### src/sv/lph_pkg.sv
package lph_pkg;

	localparam int unsigned TABLE_DEPTH_DEF = 1024;

	localparam int unsigned KEY_W = 31;
	localparam int unsigned VAL_W = 31;
	localparam int unsigned SLOT_W = 32;

	localparam logic [SLOT_W-1:0] HASH_MULT   = 32'd2654435761;
	localparam logic [SLOT_W-1:0] KEY_EMPTY   = 32'hFFFF_FFFF;
	localparam logic [SLOT_W-1:0] KEY_REMOVED = 32'hFFFF_FFFE;

	// operation codes
	localparam logic [1:0] FN_INSERT  = 2'd0;
	localparam logic [1:0] FN_REPLACE = 2'd1;
	localparam logic [1:0] FN_REMOVE  = 2'd2;

	// result codes
	localparam logic [1:0] ST_OK        = 2'd0;
	localparam logic [1:0] ST_NOT_FOUND = 2'd1;
	localparam logic [1:0] ST_FULL      = 2'd2;

endpackage

### src/sv/lph_hash.sv
module lph_hash #(
	parameter int unsigned DEPTH = 1024,
	localparam int unsigned AW = $clog2(DEPTH)
) (
	input  logic [lph_pkg::KEY_W-1:0] key,
	output logic [AW-1:0]             home
);

	import lph_pkg::*;

	logic [SLOT_W-1:0] prod;

	// multiplicative hash, product taken mod 2^32
	assign prod = SLOT_W'({1'b0, key} * HASH_MULT);
	assign home = prod[AW-1:0] & AW'(DEPTH - 1);

endmodule

### config.mk
export PLATFORM = sky130hd
export DESIGN_NAME = lph_hash
export DESIGN_NICKNAME = d
export VERILOG_FILES = /design/src/sv/lph_pkg.sv /design/src/sv/lph_hash.sv
export SDC_FILE = /design/constraint.sdc
export NUM_CORES = 1
export LEC_CHECK = 0
export ABC_CLOCK_PERIOD_IN_PS = 10530
export BUFFER_PORTS_ARGS = -buffer_cell sky130_fd_sc_hd__buf_2
export CORE_AREA = 10 10 47 49
export DETAILED_ROUTE_END_ITERATION = 16
export DIE_AREA = 0 0 57 59
export PLACE_DENSITY_LB_ADDON = 0.25
export SLEW_MARGIN = 20
export SYNTH_ARGS = -nofsm -noshare
export SYNTH_HDL_FRONTEND = slang
export SYNTH_SLANG_ARGS = --single-unit
### constraint.sdc
create_clock -name vclk -period 10.53
set_input_delay 1.5795 -clock vclk [all_inputs]
set_output_delay 1.5795 -clock vclk [all_outputs]
set_load 0.01 [all_outputs]
Word-level counts from Yosys, hierarchy flattened:

Index checks and enable logic that the tools add are counted.

* $mul: 1

Operators by type and width (number)
* $mul A31 B32 Y10 const B: 1

* bits in registers: 0
* output and inout port bits: 10
* bits of input ports: 31

Logic depth before layout (Yosys ltp):

* word-level depth: 1
* depth in mapped cells: 9
* gate-level depth less buffers: 9

Worst setup path before layout:

OpenSTA, ideal clock, no wires.

* path type: input to output
* start: input port key[1] (netlist bit)
* end: output port home[9]
* path buffers: 0
* arrival: 4.273 ns
* cell stages on the path: 9
* slack: 4.678 ns
* path through: ha_1 ha_1 ha_1 fa_1 fa_1 ha_1 a31oi_1 xnor2_1 xnor2_1

* word-level cells in the longest chain between the ends: 1

RTL lines
* start, declared: RTL line lph_hash.sv:5 `input logic [lph_pkg::KEY_W-1:0] key,`
* $mul A31 B32 Y10: RTL line lph_hash.sv:14 `assign prod = SLOT_W'({1'b0, key} * HASH_MULT);`
* end, declared: RTL line lph_hash.sv:6 `output logic [AW-1:0] home`

Every way passes these cells.

Final worst setup path:

Same ends and word-level chain as after synthesis.

==> run_summary.xml <==
<?xml version="1.0" encoding="UTF-8"?>
<metrics>
  <group name="outcome">
    <metric name="status" unit="">finished clean</metric>
  </group>
  <group name="finish">
    <metric name="syn2layout_area_growth" unit="%">19.4</metric>
    <metric name="final-seq-area" unit="µm²">0</metric>
    <metric name="n_antenna_cell" unit="">0</metric>
    <metric name="drive_above_1_share" unit="%">32.8</metric>
    <metric name="clockBufferCount" unit="">0</metric>
    <metric name="final_net_count" unit="">115</metric>
    <metric name="post-route-cell-area" unit="µm²">554</metric>
    <metric name="design.seq.count" unit="">0</metric>
  </group>
  <group name="power">
    <metric name="share_of_total_power_consumed_by_net_switching" unit="%">49.6</metric>
    <metric name="clkPwrFrac" unit="%">0</metric>
    <metric name="p_seq_share" unit="%">0</metric>
    <metric name="internal-power" unit="µW">36.5</metric>
    <metric name="switching_power" unit="µW">35.8</metric>
    <metric name="powerDensity" unit="nW/µm²">130</metric>
    <metric name="pwr-share-comb" unit="%">100.0</metric>
    <metric name="p_leak" unit="nW">0.312</metric>
    <metric name="worst_ir_drop_vdd" unit="mV">0.0588</metric>
  </group>
  <group name="global_routing">
    <metric name="grt_antenna_before_repair" unit="">0</metric>
    <metric name="grt_start_max_net_pins" unit="">6</metric>
    <metric name="via_count_of_the_first_global_routing_pass" unit="">347</metric>
    <metric name="global_route_total_overflow" unit="">0</metric>
    <metric name="grt_first_pass_wirelength" unit="µm">1530</metric>
    <metric name="grtUsageTotal" unit="%">5.15</metric>
  </group>
  <group name="logic_synthesis">
    <metric name="synth_area_leaders" unit="">sky130_fd_sc_hd__ha_1 (46%), sky130_fd_sc_hd__xnor2_1 (21%), sky130_fd_sc_hd__fa_1 (17%), sky130_fd_sc_hd__buf_4 (6.5%), sky130_fd_sc_hd__inv_1 (4.0%)</metric>
    <metric name="mappedNetlistArea" unit="µm²">464</metric>
    <metric name="post_synthesis_sequential_area_ratio" unit="%">0</metric>
    <metric name="synth_cell_types" unit="">9</metric>
    <metric name="yosysWarningCount" unit="">0</metric>
    <metric name="synth.largest_area_cell" unit="">sky130_fd_sc_hd__ha_1</metric>
    <metric name="syn-instance-count" unit="">45</metric>
    <metric name="netlist.area_leader.share" unit="%">45.8</metric>
    <metric name="synthesized_area_divided_by_synthesized_cell_count" unit="µm²">10.3</metric>
    <metric name="synthesis.nets" unit="">97</metric>
  </group>
  <group name="sta">
    <metric name="timing.final.crit_share" unit="%">58.2</metric>
    <metric name="grt_setup_unrepaired" unit="">false</metric>
    <metric name="setup_viol_count_final" unit="">0</metric>
    <metric name="final_hold_viol_count" unit="">0</metric>
    <metric name="max-slew-margin-rel" unit="%">85.2</metric>
    <metric name="crit_path_setup_slack_layout" unit="ns">4.40</metric>
    <metric name="fmaxAchievable" unit="MHz">163</metric>
    <metric name="tns" unit="ns">0</metric>
    <metric name="slew_viol_final" unit="">0</metric>
    <metric name="worstMarginPinSlew" unit="ns">0.220</metric>
    <metric name="hold_slack" unit="ns">3.39</metric>
    <metric name="finalWorstPathRequiredPeriod" unit="ns">6.13</metric>
  </group>
  <group name="routing">
    <metric name="drt_drc_violations_left" unit="">0</metric>
    <metric name="drt-vias-per-instance" unit="">4.21</metric>
    <metric name="route.detailed.wl_per_inst" unit="µm">10.6</metric>
    <metric name="drt_iter0_drc" unit="">4</metric>
    <metric name="wl" unit="µm">820</metric>
    <metric name="vias" unit="">324</metric>
    <metric name="drt_pass1_iterations" unit="">4</metric>
    <metric name="postRouteAntennaNets" unit="">0</metric>
  </group>
  <group name="clock_tree">
    <metric name="ctsHoldBuffers" unit="">0</metric>
    <metric name="cts.repair_timing.setup_buffer_count" unit="">0</metric>
    <metric name="postCtsResizedCells" unit="">0</metric>
  </group>
  <group name="placed_design">
    <metric name="port-buffer-count" unit="">20</metric>
    <metric name="placed_area" unit="µm²">554</metric>
    <metric name="hpwl" unit="µm">799</metric>
    <metric name="gp_congestion" unit="">0.686</metric>
    <metric name="worst_slack_placed" unit="ns">4.38</metric>
  </group>
  <group name="critical_path">
    <metric name="cp-start-kind" unit="">input port</metric>
    <metric name="slowest_delay" unit="ns">0.57</metric>
    <metric name="critPathMostFrequentCell" unit="">sky130_fd_sc_hd__ha_1</metric>
    <metric name="critical_path.cell_chain" unit="">buf_2 -&gt; ha_1 -&gt; ha_1 -&gt; ha_1 -&gt; fa_1 -&gt; fa_1 -&gt; ha_1 -&gt; a31oi_1 -&gt; xnor2_1 -&gt; xnor2_1 -&gt; buf_2</metric>
    <metric name="cp_top_family" unit="">adder cells</metric>
    <metric name="cp.buffers_inverters" unit="">2</metric>
    <metric name="path_class" unit="">in -&gt; out</metric>
    <metric name="arrival" unit="ns">4.55</metric>
    <metric name="cp_data_required_time" unit="ns">8.95</metric>
    <metric name="critical_path.max_fanout" unit="">4</metric>
    <metric name="slowest_stage_cell_cp" unit="">sky130_fd_sc_hd__fa_1</metric>
    <metric name="nature_of_the_critical_path_endpoint" unit="">primary output</metric>
  </group>
  <group name="die">
    <metric name="io-pin-count" unit="">41</metric>
    <metric name="floorplan.core_area" unit="µm²">1400</metric>
    <metric name="die_width" unit="µm">57</metric>
    <metric name="initial_utilization" unit="%">33.1</metric>
    <metric name="area_of_the_die" unit="µm²">3360</metric>
    <metric name="dieHeight" unit="µm">59</metric>
    <metric name="fp-row-count" unit="">14</metric>
  </group>
  <group name="run">
    <metric name="max_cap_violations" unit="">0</metric>
  </group>
  <group name="min_path">
    <metric name="hold_path_class" unit="">in -&gt; out</metric>
  </group>
</metrics>
[kinds of logic (layout without fill, tap and decap cells)]
family | Yosys count | count (layout) | synth area share (%)
AOI/OAI and AO/OA | 2 | 2 | 2.97
buffers and inverters | 9 | 25 | 10.5
adders and majority gates | 21 | 21 | 63.1
and+or+nand+nor | 1 | 1 | 0.808
xor gates and xnor gates | 12 | 12 | 22.6
[cell type report]
| cell class | instances | area, µm² |
|---|---|---|
| Inverter | 5 | 18.8 |
| Multi-Input combinational cell | 36 | 415 |
| Timing Repair Buffer | 20 | 100 |
| Tap cell | 16 | 20.0 |
| Fill cell | 145 | 847 |
[synth_stat cells]
| cell | n |
|---|---|
| sky130_fd_sc_hd__buf_4 | 4 |
| sky130_fd_sc_hd__a21o_1 | 1 |
| sky130_fd_sc_hd__fa_1 | 4 |
| sky130_fd_sc_hd__a31oi_1 | 1 |
| sky130_fd_sc_hd__xnor2_1 | 11 |
| sky130_fd_sc_hd__ha_1 | 17 |
| sky130_fd_sc_hd__nand2_1 | 1 |
| sky130_fd_sc_hd__xor2_1 | 1 |
| sky130_fd_sc_hd__inv_1 | 5 |
[path summary, 6_finish.rpt]
kind,start,to,slack (ns),depth (start not counted)
hold / removal,key[3],home[3],3.39,2
setup / recovery,key[1],home[9],4.40,11
[per-stage QoR]
stage               power (mW)  util (%)  instances
floorplan               0.0525         -         45
global placement        0.0733      39.6         77
detailed placement      0.0736      39.6         77
CTS                     0.0742      39.6         77
global route            0.0831      39.6         77
finish                  0.0723      39.6         77
[per-layer routing]
metal	vias up	GRT usage (%)	part of all wire, %
met1	136	6.91	44
met5	-	0	0
met2	9	8.84	50
met4	0	0	0
met3	0	0.858	6.3
li1	179	-	-
[placed cells by master (no fill, tap or decap)]
| cell type | count |
|---|---|
| sky130_fd_sc_hd__a21o_1 | 1 |
| sky130_fd_sc_hd__a31oi_1 | 1 |
| sky130_fd_sc_hd__fa_1 | 4 |
| sky130_fd_sc_hd__buf_2 | 20 |
| sky130_fd_sc_hd__inv_1 | 5 |
| sky130_fd_sc_hd__ha_1 | 17 |
| sky130_fd_sc_hd__xnor2_1 | 11 |
| sky130_fd_sc_hd__nand2_1 | 1 |
| sky130_fd_sc_hd__xor2_1 | 1 |
[power groups by stage]
stage,registers (mW),logic (mW),clock network [mW]
final,0,0.0723,0
after global routing,0,0.0831,0
after CTS,0,0.0742,0
after detailed placement,0,0.0736,0
after global placement,0,0.0733,0
after floorplan,0,0.0525,0
Note: power is estimated with default switching activity, not from simulation.
